## config.mk

```make
export PLATFORM = sky130hd
export DESIGN_NAME = key_debounce_long_press_unit
export DESIGN_NICKNAME = d
export VERILOG_FILES = /design/src/design/kdlp_pkg.sv /design/src/design/kdlp_key_fsm.sv /design/src/design/key_debounce_long_press_unit.sv
export SDC_FILE = /design/constraint.sdc
export NUM_CORES = 1
export LEC_CHECK = 0
export ABC_AREA = 1
export BUFFER_PORTS_ARGS = -buffer_cell sky130_fd_sc_hd__buf_4
export CAP_MARGIN = 25
export CORE_MARGIN = 1
export CORE_UTILIZATION = 40
export CTS_CLUSTER_DIAMETER = 30
export DETAILED_ROUTE_END_ITERATION = 6
export SLEW_MARGIN = 25
export SYNTH_ARGS = -nofsm -noshare
export SYNTH_HDL_FRONTEND = slang
export SYNTH_HIERARCHICAL = 1
export SYNTH_SLANG_ARGS = --single-unit
```

## constraint.sdc

```tcl
create_clock -name clock -period 3.2 [get_ports clock]
set_input_delay 0.16 -clock clock [delete_from_list [all_inputs] [get_ports clock]]
set_output_delay 0.16 -clock clock [all_outputs]
set_load 0.05 [all_outputs]
```

## src/design/kdlp_pkg.sv

```systemverilog
// kdlp_pkg: shared constants and types for the key debounce / long-press unit
// depends on nothing; imported by every module of the block

package kdlp_pkg;

   // number of keys scanned per tick
   localparam int NUM_KEYS = 3;

   // tick counter and config register width
   localparam int CNT_W = 16;

   // config port
   localparam int CSR_IDX_W = 2;
   localparam logic [CSR_IDX_W-1:0] CSR_DEBOUNCE_TICKS   = 2'd0;
   localparam logic [CSR_IDX_W-1:0] CSR_LONG_PRESS_TICKS = 2'd1;

   localparam logic [CNT_W-1:0] DEBOUNCE_TICKS_RESET   = 16'd2;
   localparam logic [CNT_W-1:0] LONG_PRESS_TICKS_RESET = 16'd100;

   // per-key phase codes
   localparam int PHASE_W = 2;
   localparam logic [PHASE_W-1:0] PH_IDLE = 2'd0;
   localparam logic [PHASE_W-1:0] PH_DOWN = 2'd1;
   localparam logic [PHASE_W-1:0] PH_HOLD = 2'd2;
   localparam logic [PHASE_W-1:0] PH_UP   = 2'd3;

   // events one key raises in one tick
   typedef struct packed {
      logic pressed;
      logic long_press;
      logic released;
   } kdlp_event_type;

   // one result item
   typedef struct packed {
      logic [NUM_KEYS-1:0] pressed_mask;
      logic [NUM_KEYS-1:0] long_press_mask;
      logic [NUM_KEYS-1:0] released_mask;
   } kdlp_result_type;

endpackage

```

## src/design/kdlp_key_fsm.sv

```systemverilog
// kdlp_key_fsm: phase machine and tick counter of one key
// depends on kdlp_pkg; instanced once per key by key_debounce_long_press_unit

module kdlp_key_fsm (
   input  logic                        clock,
   input  logic                        reset,
   input  logic                        step,
   input  logic                        level,
   input  logic [kdlp_pkg::CNT_W-1:0]  debounce_ticks,
   input  logic [kdlp_pkg::CNT_W-1:0]  long_press_ticks,
   output kdlp_pkg::kdlp_event_type    events
);
   import kdlp_pkg::*;

   logic [PHASE_W-1:0] phase_ff;
   logic [PHASE_W-1:0] phase_in;
   logic [CNT_W-1:0]   ticks_ff;
   logic [CNT_W-1:0]   ticks_in;
   logic [CNT_W-1:0]   hold_base;
   logic [CNT_W-1:0]   hold_inc;
   logic [CNT_W-1:0]   ticks_inc;

   // counter increments, wrapping modulo 2^16
   assign ticks_inc = ticks_ff + 1'b1;
   // in hold, a release first clears the counter, then it increments
   assign hold_base = level ? '0 : ticks_ff;
   assign hold_inc  = hold_base + 1'b1;

   // next phase, counter and events for this tick
   always_comb begin
      phase_in = phase_ff;
      ticks_in = ticks_ff;
      events   = '0;
      unique case (phase_ff)
         PH_IDLE: begin
            if (!level) begin
               phase_in = PH_DOWN;
               ticks_in = '0;
            end
         end
         PH_DOWN: begin
            ticks_in = ticks_inc;
            if (ticks_inc >= debounce_ticks) begin
               if (!level) begin
                  phase_in       = PH_HOLD;
                  ticks_in       = '0;
                  events.pressed = 1'b1;
               end else begin
                  phase_in = PH_IDLE;
               end
            end
         end
         PH_HOLD: begin
            if (level) begin
               phase_in = PH_UP;
            end
            ticks_in = hold_inc;
            if (hold_inc >= long_press_ticks) begin
               events.long_press = 1'b1;
               ticks_in          = '0;
            end
         end
         PH_UP: begin
            ticks_in = ticks_inc;
            if (ticks_inc >= debounce_ticks) begin
               if (level) begin
                  events.released = 1'b1;
                  phase_in        = PH_IDLE;
               end else begin
                  phase_in = PH_HOLD;
               end
            end
         end
         default: begin
            phase_in = PH_IDLE;
         end
      endcase
   end

   // state advances only on an accepted tick
   always_ff @(posedge clock) begin
      if (reset) begin
         phase_ff <= PH_IDLE;
         ticks_ff <= '0;
      end else if (step) begin
         phase_ff <= phase_in;
         ticks_ff <= ticks_in;
      end
   end

endmodule

```

## src/design/key_debounce_long_press_unit.sv

```systemverilog
// key_debounce_long_press_unit: top level, key debounce and long-press detection
// depends on kdlp_pkg and kdlp_key_fsm
//
//   channel  direction  handshake            payload
//   req      in         req_valid/req_stall  req_key_levels
//   rsp      out        rsp_valid/rsp_stall  rsp_pressed_mask, rsp_long_press_mask,
//                                            rsp_released_mask
//   csr      in         csr_valid/csr_ready  csr_index, csr_wdata
//
// one tick per clock while req_stall is low; each result is registered
// per-key state and the result are computed in the cycle of acceptance, limited
// by one 16-bit increment and compare per key
// a two-entry output buffer (result register plus skid) keeps req_stall registered
// req_stall rises only when both output entries hold untaken results
// reset clears all keys to idle, the counters to zero and the registers to 2 / 100

module key_debounce_long_press_unit (
   input  logic                              clock,
   input  logic                              reset,
   input  logic                              req_valid,
   output logic                              req_stall,
   input  logic [kdlp_pkg::NUM_KEYS-1:0]     req_key_levels,
   output logic                              rsp_valid,
   input  logic                              rsp_stall,
   output logic [kdlp_pkg::NUM_KEYS-1:0]     rsp_pressed_mask,
   output logic [kdlp_pkg::NUM_KEYS-1:0]     rsp_long_press_mask,
   output logic [kdlp_pkg::NUM_KEYS-1:0]     rsp_released_mask,
   input  logic                              csr_valid,
   output logic                              csr_ready,
   input  logic [kdlp_pkg::CSR_IDX_W-1:0]    csr_index,
   input  logic [kdlp_pkg::CNT_W-1:0]        csr_wdata
);
   import kdlp_pkg::*;

   logic [CNT_W-1:0]  debounce_ticks_ff;
   logic [CNT_W-1:0]  long_press_ticks_ff;
   logic              accept;
   logic              drain;
   kdlp_event_type    key_events [NUM_KEYS];
   kdlp_result_type   result;
   kdlp_result_type   out_data_ff;
   kdlp_result_type   skid_data_ff;
   logic              out_valid_ff;
   logic              skid_valid_ff;

   // config registers, always ready
   assign csr_ready = 1'b1;

   always_ff @(posedge clock) begin
      if (reset) begin
         debounce_ticks_ff   <= DEBOUNCE_TICKS_RESET;
         long_press_ticks_ff <= LONG_PRESS_TICKS_RESET;
      end else if (csr_valid) begin
         if (csr_index == CSR_DEBOUNCE_TICKS) begin
            debounce_ticks_ff <= csr_wdata;
         end else if (csr_index == CSR_LONG_PRESS_TICKS) begin
            long_press_ticks_ff <= csr_wdata;
         end
      end
   end

   // handshake
   assign req_stall = skid_valid_ff;
   assign accept    = req_valid & ~skid_valid_ff;
   assign drain     = out_valid_ff & ~rsp_stall;

   // one phase machine per key
   for (genvar k = 0; k < NUM_KEYS; k++) begin : g_key
      kdlp_key_fsm u_key (
         .clock            (clock),
         .reset            (reset),
         .step             (accept),
         .level            (req_key_levels[k]),
         .debounce_ticks   (debounce_ticks_ff),
         .long_press_ticks (long_press_ticks_ff),
         .events           (key_events[k])
      );
   end

   // gather per-key events into masks
   always_comb begin
      for (int k = 0; k < NUM_KEYS; k++) begin
         result.pressed_mask[k]    = key_events[k].pressed;
         result.long_press_mask[k] = key_events[k].long_press;
         result.released_mask[k]   = key_events[k].released;
      end
   end

   // output register and skid entry
   always_ff @(posedge clock) begin
      if (reset) begin
         out_valid_ff  <= 1'b0;
         skid_valid_ff <= 1'b0;
      end else if (skid_valid_ff) begin
         if (drain) begin
            out_valid_ff  <= 1'b1;
            skid_valid_ff <= 1'b0;
         end
      end else if (accept) begin
         if (!out_valid_ff || drain) begin
            out_valid_ff <= 1'b1;
         end else begin
            skid_valid_ff <= 1'b1;
         end
      end else if (drain) begin
         out_valid_ff <= 1'b0;
      end
   end

   always_ff @(posedge clock) begin
      if (skid_valid_ff) begin
         if (drain) begin
            out_data_ff <= skid_data_ff;
         end
      end else if (accept) begin
         if (!out_valid_ff || drain) begin
            out_data_ff <= result;
         end else begin
            skid_data_ff <= result;
         end
      end
   end

   assign rsp_valid           = out_valid_ff;
   assign rsp_pressed_mask    = out_data_ff.pressed_mask;
   assign rsp_long_press_mask = out_data_ff.long_press_mask;
   assign rsp_released_mask   = out_data_ff.released_mask;

endmodule

```

==> flow_metrics.py, run 1 <==
metrics = {
    "detailed_routing": {
        "wire_per_inst_um": 15.21,
        "wirelength_um": 30600,
        "drt_iter0_markers": 1019,
        "dr.pass1.iters": 5,
        "via_count": 10220,
        "vias_per_cell": 5.083,
        "drc_errors": 0,
        "final_antenna_net_count": 0,
    },
    "power": {
        "power_leakage_uw": 0.005643,
        "ir_drop_mv": 0.2402,
        "p_total_uw": 3168,
        "power_density_mw_per_mm2": 286.7,
    },
    "timing": {
        "setup_tns_ns": 0,
        "finalHoldViolations": 0,
        "layout_min_cycle_time_ns": 2.970,
        "period_share_pct": 92.82,
        "fin_ws_ns": 0.2297,
        "fmax_mhz": 336.7,
        "rsz0062_at_grt": "true",
        "worstMarginPinSlew_ns": 0.8624,
        "maxSlewHeadroom_pct": 42.51,
        "finClkSkew_ns": 0.01078,
        "slew_violations": 0,
        "finalSetupViolations": 0,
    },
    "finish": {
        "final_cell_mix": "nand2_1, inv_1, nor2_1",
        "layout_commonest_cell": "nand2_1",
        "num_antenna_cells": 0,
        "syn_to_final_growth_pct": 10.30,
        "drive_gt1_share_pct": 8.654,
        "design_area_mm2": 0.01105,
        "fillers": 2611,
        "post-route-util_pct": 45.17,
        "nNetsFinal": 1810,
    },
    "worst_setup_path": {
        "worstSetupEndpointType": "register",
        "crit_type": "register to register",
        "crit_path_max_fanout": 15,
        "arrival_ns": 3.20,
        "critical_path_required_ns": 3.43,
        "start_kind": "register",
    },
    "grt": {
        "track_usage_pct": 23.67,
        "grt_pass1_vias": 8940,
        "overflow": 0,
        "grt_pass1_wl_um": 48020,
        "grt_max_degree": 56,
        "grt_antenna_before_repair": 0,
    },
    "die": {
        "die_x_um": 160.3,
        "rows": 57,
        "design.core.area_mm2": 0.02446,
        "io-pin-count": 38,
        "die_area_mm2": 0.02568,
        "initial_core_util_pct": 40.95,
        "die_y_um": 160.3,
    },
    "placed_design": {
        "place_ws_ns": 0.1976,
        "hpwl_um": 22390,
        "dpl_cell_area_mm2": 0.01059,
        "portBuffers": 36,
        "place_congestion": 0.8937,
    },
    "run_status": {
        "status": "finished clean",
    },
    "synthesis": {
        "syn_area_per_cell_um2": 6.031,
        "ys_ff_latch": 106,
        "yosys-top-cells-area": "nand2_1, dfxtp_1, ha_1",
        "yosys_warnings": 6,
        "synth.largest_area_cell": "nand2_1",
        "ys_types": 35,
        "synth_top_area_share_pct": 18.47,
        "syn_area_mm2": 0.01002,
        "synth_cells": 1661,
        "seq_area_frac_synth_pct": 22.98,
        "synth_nets": 1789,
    },
    "clocking": {
        "cts_root_buffer": "clkbuf_16",
        "cts_tree": "built",
        "numCtsBuffers": 9,
        "clk_pin_slew_ns": 0.09,
        "hold_buffers": 0,
        "cts.path.max_buffers": 2,
        "htreeDepth": 3,
        "cts_num_sinks": 106,
        "clock_latency_ns": 0.37,
    },
    "run": {
        "cap_violations": 0,
    },
    "worst_hold_path": {
        "hp-class": "primary input to register",
    },
}
area by class of cell:
| cell class | instances | area [um^2] | share of cell area (%) |
|---|---|---|---|
| Multi-Input combinational cell | 1191 | 6330 | 57.29 |
| Sequential cell | 106 | 2307 | 20.88 |
| Inverter | 304 | 1146 | 10.37 |
| Timing Repair Buffer | 70 | 541.8 | 4.903 |
| Tap cell | 324 | 405.4 | 3.669 |
| Clock buffer | 9 | 225.2 | 2.038 |
| Clock inverter | 7 | 93.84 | 0.8493 |
kinds of logic after synthesis:
logic type / synth area share (%)
simple gates: 38.83
buf+inv: 14.95
compound gates: 7.407
fa+ha+maj: 12.74
other cells: 0.03744
flops: 22.98
xor+xnor: 3.048
synthesized netlist by cell type, drive strengths merged:
master  count
nand2     496
inv       303
nor2      188
nand3     134
a21oi     113
ha        102
dfxtp      88
nand4      74
buf        47
xor2       33
edfxtp     18
clkbuf     16
o21ai      15
nor3       11
nor4        6
o21bai      5
a21o        3
nor3b       3
o21a        3
clkinv      1
conb        1
xnor2       1
worst max-delay path, cell delays in order (launching register included):
cell and delay [ns]:
dfxtp_1 0.41, nand2_1 0.12, inv_1 0.11, ha_1 0.23, nand4_2 0.20, nor2_2 0.20, nand4_1 0.10, nand2_1 0.10
inv_2 0.05, ha_1 0.26, nand2_1 0.11, nor4_2 0.37, nand2_1 0.09, buf_4 0.20, nand4_1 0.10, nand2_1 0.08
nand2_1 0.07, a21oi_2 0.05
registers in the layout, indices dropped and copies added (netlist names), named ones only:
name                  count
long_press_ticks_ff      16
rsp_released_mask         3
skid_data_ff              9
req_stall                 1
debounce_ticks_ff        16
rsp_pressed_mask          3
rsp_valid                 1
g_key.u_key/ticks_ff     48
g_key.u_key/phase_ff      3
rsp_long_press_mask       3
what timing repair did:
item | in CTS | in global routing
gates resized for setup | 0 | 22
setup endpoints to repair | 0 | 57
buffers inserted | 0 | 2
where the power goes:
part / internal, uW / switching, uW / leakage (uW)
logic: 161 / 339 / 0.00461
registers: 1390 / 81.0 / 0.000883
clock network: 568 / 624 / 0.000154
per-stage QoR:
step                      cells  hold WS, ns
after floorplan            1661       0.2291
after global placement     1988       0.3974
after detailed placement   1989       0.4050
after CTS                  2005      0.01437
after global routing       2011      0.02527
final                      2011      0.02740
final timing paths:
check | from | cells past startpoint | to | slack [ns]
max | g_key[2].u_key/ticks_ff[0] | 17 | g_key[2].u_key/ticks_ff[13] | 0.23
min | csr_wdata[4] | 3 | long_press_ticks_ff[4] | 0.03
max reg2reg | g_key[2].u_key/ticks_ff[0] | 17 | g_key[2].u_key/ticks_ff[13] | 0.23
min reg2reg | g_key[0].u_key/ticks_ff[15] | 2 | g_key[0].u_key/ticks_ff[15] | 0.47
routing by layer:
layer,part of all wire [%],up-vias,GRT usage (%)
met5,0,-,0
li1,-,5273,-
met2,44,343,37.39
met3,6.4,34,3.481
met4,1.6,0,4.892
met1,48,4572,33.92
Note: power is estimated with default switching activity, not from simulation.
==> run 2, diff against run 1 <==
Settings changed: ABC_AREA 1 to unset.
==> flow_metrics.py, run 2 <==
metrics = {
    "die": {
        "die_x_um": 147.1,
        "die_area_mm2": 0.02165,
        "die_y_um": 147.1,
        "io-pin-count": 38,
        "initial_core_util_pct": 41.24,
        "design.core.area_mm2": 0.02043,
        "rows": 52,
    },
    "detailed_routing": {
        "wire_per_inst_um": 17.67,
        "vias_per_cell": 5.378,
        "final_antenna_net_count": 0,
        "drc_errors": 0,
        "drt_iter0_markers": 579,
        "wirelength_um": 25410,
        "dr.pass1.iters": 5,
        "via_count": 7734,
    },
    "finish": {
        "top_regs": "g_key.u_key/ticks_ff x48, debounce_ticks_ff x16, long_press_ticks_ff x16",
        "layout_commonest_cell": "buf_4",
        "num_antenna_cells": 0,
        "final_cell_mix": "buf_4, inv_1, ha_1",
        "drive_gt1_share_pct": 32.45,
        "nNetsFinal": 1291,
        "largest_reg_flops": 48,
        "regMostFlops": "g_key.u_key/ticks_ff",
        "design_area_mm2": 0.01100,
        "syn_to_final_growth_pct": 30.56,
    },
    "clocking": {
        "numCtsBuffers": 9,
        "clock_latency_ns": 0.37,
        "cts.path.max_buffers": 2,
        "clk_pin_slew_ns": 0.08,
        "hold_buffers": 0,
        "cts_tree": "built",
        "htreeDepth": 3,
        "cts_root_buffer": "clkbuf_16",
        "cts_num_sinks": 106,
    },
    "grt": {
        "track_usage_pct": 23.01,
        "grt_antenna_before_repair": 0,
        "overflow": 0,
        "grt_pass1_wl_um": 38560,
        "grt_max_degree": 59,
        "grt_pass1_vias": 7179,
    },
    "worst_setup_path": {
        "crit_path_max_fanout": 3,
        "max_stage_delay_ns": 0.45,
        "slowest_stage": "or4_4",
        "arrival_ns": 3.54,
        "start_kind": "register",
        "crit_family": "simple AND/OR/NAND/NOR gates",
        "path_buf_inv": 3,
        "worstSetupEndpointType": "register",
        "crit_path_cell_trace": "and4_4, and3_4, nand4_4, nor2_4, nand3_4, xor2_4, nor2_1, ha_1, and4_4, o211ai_1, or4_4, buf_4, buf_6, a311oi_2, buf_4, mux2_4",
        "critical_path_required_ns": 3.44,
        "crit_type": "register to register",
    },
    "synthesis": {
        "synthFlopType": "dfxtp_1",
        "synthMostInstantiatedCell": "inv_1",
        "yosys-top-cells-area": "dfxtp_1, ha_1, edfxtp_1",
        "synth_edf_count": 18,
        "synth_cells": 1008,
        "ys_types": 70,
        "synth_commonest_cells": "inv_1, ha_1, nand2_1",
        "syn_area_mm2": 0.008426,
        "syn_area_per_cell_um2": 8.359,
        "ys_ff_latch": 106,
        "seq_area_frac_synth_pct": 27.32,
        "yosys_warnings": 6,
        "synth_nets": 1136,
        "synth_top_area_share_pct": 20.91,
        "synth.largest_area_cell": "dfxtp_1",
        "synthArstFlopShare_pct": 0,
    },
    "timing": {
        "slew_violations": 0,
        "period_share_pct": 103.3,
        "layout_min_cycle_time_ns": 3.306,
        "finalSetupViolations": 7,
        "finClkSkew_ns": 0.01334,
        "finalHoldViolations": 0,
        "setup_tns_ns": -0.4058,
        "worstMarginPinSlew_ns": 0.7634,
        "rsz0062_at_grt": "true",
        "maxSlewHeadroom_pct": 48.57,
        "fin_ws_ns": -0.1059,
        "fmax_mhz": 302.5,
    },
    "worst_hold_path": {
        "hp-class": "primary input to register",
    },
    "run_status": {
        "status": "finished, violations left",
        "failed_checks": "negative setup slack",
    },
    "run": {
        "cap_violations": 0,
    },
    "power": {
        "power_density_mw_per_mm2": 275.2,
        "ir_drop_mv": 0.3214,
        "power_leakage_uw": 0.004811,
    },
    "placed_design": {
        "place_congestion": 0.8748,
        "portBuffers": 36,
        "hpwl_um": 18840,
        "dpl_cell_area_mm2": 0.009764,
    },
}
-- run 2: changes by cell type after synthesis, moves of 26 or more --
cell      delta
inv_1      -174
nor2_1      -95
nand2_1    -401
nand2b_1    +58
nand4_1     -62
nand3_1     -91
xnor2_1     +26
mux2i_1     +32
a21oi_1     -61
-- run 2: kinds of logic after synthesis --
kind of cell,share of synthesized area [%]
mux,5.005
xor+xnor,6.341
compound gates,14.21
flops,27.32
other cells,0.04451
simple gates,24.41
buf+inv,7.514
fa+ha+maj,15.15
-- run 2: repair_timing --
action	in CTS	in global routing
gates cloned	0	0
buffers inserted	0	21
gates resized for setup	23	164
setup endpoints to repair	40	61
pin swaps	10	74
-- run 2: final timing paths --
kind / startpoint / end / slack (ns) / cells past startpoint
max: g_key[2].u_key/ticks_ff[5] / rsp_long_press_mask[2] / -0.11 / 16
min: csr_wdata[5] / long_press_ticks_ff[5] / 0.06 / 3
max reg2reg: g_key[2].u_key/ticks_ff[5] / rsp_long_press_mask[2] / -0.11 / 16
min reg2reg: g_key[1].u_key/ticks_ff[15] / g_key[1].u_key/ticks_ff[15] / 0.48 / 2
-- run 2: metrics by stage --
step                util, %  hold slack (ns)  setup WS (ns)  power, uW  std cells
finish                53.85          0.05756        -0.1059       3027       1438
global route          53.85          0.07328        -0.3000       3147       1438
CTS                   49.72          0.05109       -0.01548       3002       1416
detailed placement    47.80           0.4358        -0.2005       1864       1400
global placement      47.80           0.4277        -0.1115       1859       1400
floorplan                 -           0.3153        0.06252       1700       1008
-- run 2: where the power goes --
part / internal, uW / switching, uW
registers: 1380 / 42.6
clock network: 553 / 582
logic: 200 / 266
total: 2140 / 891
-- run 2: worst register-to-register path: stages, from the launching register on --
cell and delay (ns):
dfxtp_2 0.35, and4_4 0.21, and3_4 0.20, nand4_4 0.10, nor2_4 0.16, nand3_4 0.10, xor2_4 0.19, nor2_1 0.07
ha_1 0.30, and4_4 0.25, o211ai_1 0.09, or4_4 0.45, buf_4 0.16, buf_6 0.10, a311oi_2 0.18, buf_4 0.16
mux2_4 0.13
-- run 2: layout make-up --
cell class / count / area (um^2)
Inverter: 122 / 457.9
Clock inverter: 7 / 73.82
Timing Repair Buffer: 178 / 1370
Clock buffer: 9 / 225.2
Sequential cell: 106 / 2323
Multi-Input combinational cell: 746 / 6212
Fill cell: 1888 / 9429
Tap cell: 270 / 337.8
-- run 2: per-layer routing --
metal / routed length [um] / up-vias / GRT usage [%]
li1: - / 3802 / -
met1: 11820 / 3712 / 32.05
met2: 12050 / 199 / 37.74
met3: 1175 / 21 / 2.640
met4: 366 / 0 / 5.619
met5: 0 / - / 0
==> run 3, diff against run 2 <==
Settings changed: BUFFER_PORTS_ARGS -buffer_cell sky130_fd_sc_hd__buf_4 to unset, DONT_BUFFER_PORTS set to 1.
==> flow_metrics.py, run 3 (synthesis gave the netlist of run 2 again) <==
metrics = {
    "grt": {
        "overflow": 0,
        "grt_pass1_wl_um": 38360,
        "grt_pass1_vias": 7123,
        "grt_antenna_before_repair": 0,
        "grt_max_degree": 68,
        "track_usage_pct": 22.94,
    },
    "detailed_routing": {
        "final_antenna_net_count": 0,
        "drc_errors": 0,
        "wirelength_um": 25190,
        "via_count": 7540,
        "top_layer": "met4",
        "dr_wl_met3_um": 1585,
        "drt_iter0_markers": 794,
        "wl_met1_um": 11350,
        "wire_per_inst_um": 18.12,
        "wl_met2_um": 11770,
        "dr.pass1.iters": 7,
        "vias_per_cell": 5.424,
    },
    "die": {
        "die_x_um": 147.1,
        "initial_core_util_pct": 41.24,
        "die_y_um": 147.1,
        "io-pin-count": 38,
        "die_area_mm2": 0.02165,
        "rows": 52,
        "design.core.area_mm2": 0.02043,
    },
    "timing": {
        "finalSetupViolations": 3,
        "setup_tns_ns": -0.09460,
        "worstMarginPinSlew_ns": 1.022,
        "fin_ws_ns": -0.05970,
        "period_share_pct": 101.9,
        "fmax_mhz": 306.8,
        "finalHoldViolations": 0,
        "finClkSkew_ns": 0.01131,
        "layout_min_cycle_time_ns": 3.260,
        "slew_violations": 0,
        "rsz0062_at_grt": "true",
        "maxSlewHeadroom_pct": 31.12,
    },
    "placed_design": {
        "place_congestion": 0.8737,
        "portBuffers": 0,
        "placedCellCount": 1345,
        "hpwl_um": 18070,
    },
    "worst_setup_path": {
        "crit_type": "register to register",
        "max_stage_delay_ns": 0.53,
        "crit_path_cell_trace": "and4_4, and3_4, nand4_4, nor2_4, nand3_4, xor2_4, nor2_2, ha_1, and4_4, o211ai_1, or4_4, nand4_4, nor3_4, a222oi_1, nor2_1",
        "critical_path_required_ns": 3.44,
        "slowest_stage": "or4_4",
        "rr_startpoint": "g_key[2].u_key/ticks_ff[2]",
        "start_kind": "register",
        "crit_path_max_fanout": 7,
        "arrival_ns": 3.50,
        "worstSetupEndpointType": "register",
        "crit_start": "g_key[2].u_key/ticks_ff[2]",
    },
    "worst_hold_path": {
        "hp-class": "primary input to register",
        "hold_start": "csr_wdata[3]",
    },
    "finish": {
        "regMostFlops": "g_key.u_key/ticks_ff",
        "layout_commonest_cell": "inv_1",
        "nNetsFinal": 1243,
        "syn_to_final_growth_pct": 26.60,
        "top_regs": "g_key.u_key/ticks_ff x48, debounce_ticks_ff x16, long_press_ticks_ff x16",
        "post-route-util_pct": 52.21,
        "drive_gt1_share_pct": 26.96,
        "stdcell_count": 1390,
        "final_cell_mix": "inv_1, buf_4, ha_1",
        "num_antenna_cells": 0,
        "largest_reg_flops": 48,
    },
    "clocking": {
        "cts.path.max_buffers": 2,
        "clock_latency_ns": 0.37,
        "htreeDepth": 3,
        "cts_root_buffer": "clkbuf_16",
        "cts_tree": "built",
        "clk_pin_slew_ns": 0.08,
        "numCtsBuffers": 9,
        "cts_num_sinks": 106,
    },
    "power": {
        "p_total_uw": 3019,
        "power_leakage_uw": 0.004550,
        "ir_drop_mv": 0.2814,
        "power_density_mw_per_mm2": 283.0,
    },
    "run_status": {
        "failed_checks": "negative setup slack",
        "status": "finished, violations left",
    },
    "run": {
        "cap_violations": 0,
    },
}
run 3: cell count changes in the layout (fill, tap and decap cells not counted), moves of 4 or more:
cell,change
buf_6,-5
dlygate4sd3_1,+16
inv_2,-4
ha_1,+4
a211oi_2,+4
buf_4,-60
inv_1,+4
ha_4,-4
run 3: report_power, final:
part           leakage (uW)  internal [uW]  total, uW  switching, uW
clock network      0.000155            600       1190            587
logic               0.00350            164        372            208
registers          0.000898           1380       1460           75.2
total               0.00455           2150       3020            870
run 3: repair_timing:
action	in CTS	in global routing
buffers inserted	1	12
setup endpoints to repair	37	64
endpoints found under the hold margin	60	0
resized for setup	20	148
hold buffers	17	0
pin swaps	8	65
run 3: final cells by class:
cell class / count / area, um^2
Fill cell: 1878 / 9763
Multi-Input combinational cell: 746 / 6185
Sequential cell: 106 / 2320
Timing Repair Buffer: 130 / 1051
Inverter: 122 / 457.9
Tap cell: 270 / 337.8
Clock buffer: 10 / 250.2
Clock inverter: 6 / 65.06
run 3: through the flow:
step / instance area (um^2) / setup WS, ns / hold slack [ns]
after CTS: 9953 / 0.001024 / 0.001500
after global placement: 9351 / -0.2051 / 0.2372
final: 10670 / -0.05970 / 0.008957
after detailed placement: 9351 / -0.2293 / 0.2388
after global routing: 10670 / -0.1867 / 0.0004187
after floorplan: 8426 / 0.06252 / 0.3153
run 3: critical path, delay by kind of cell (launching register included):
kind	cells	cell delay [ns]
AO/OA/AOI/OAI	2	0.39
XOR/XNOR	1	0.21
AND/OR/NAND/NOR	11	1.90
adder cells (fa/ha/maj)	1	0.29
flip-flops	1	0.33
run 3: path summary, 6_finish.rpt:
kind,end,slack [ns],cells past startpoint
max,g_key[2].u_key/ticks_ff[4],-0.06,15
min,debounce_ticks_ff[3],0.009,2
max reg2reg,g_key[2].u_key/ticks_ff[4],-0.06,15
min reg2reg,g_key[2].u_key/ticks_ff[15],0.49,2
run 3: routing by layer:
metal	global-route usage, %	vias to the layer above
met4	6.134	0
met2	36.75	250
li1	-	3710
met1	31.93	3550
met3	3.447	30
met5	0	-
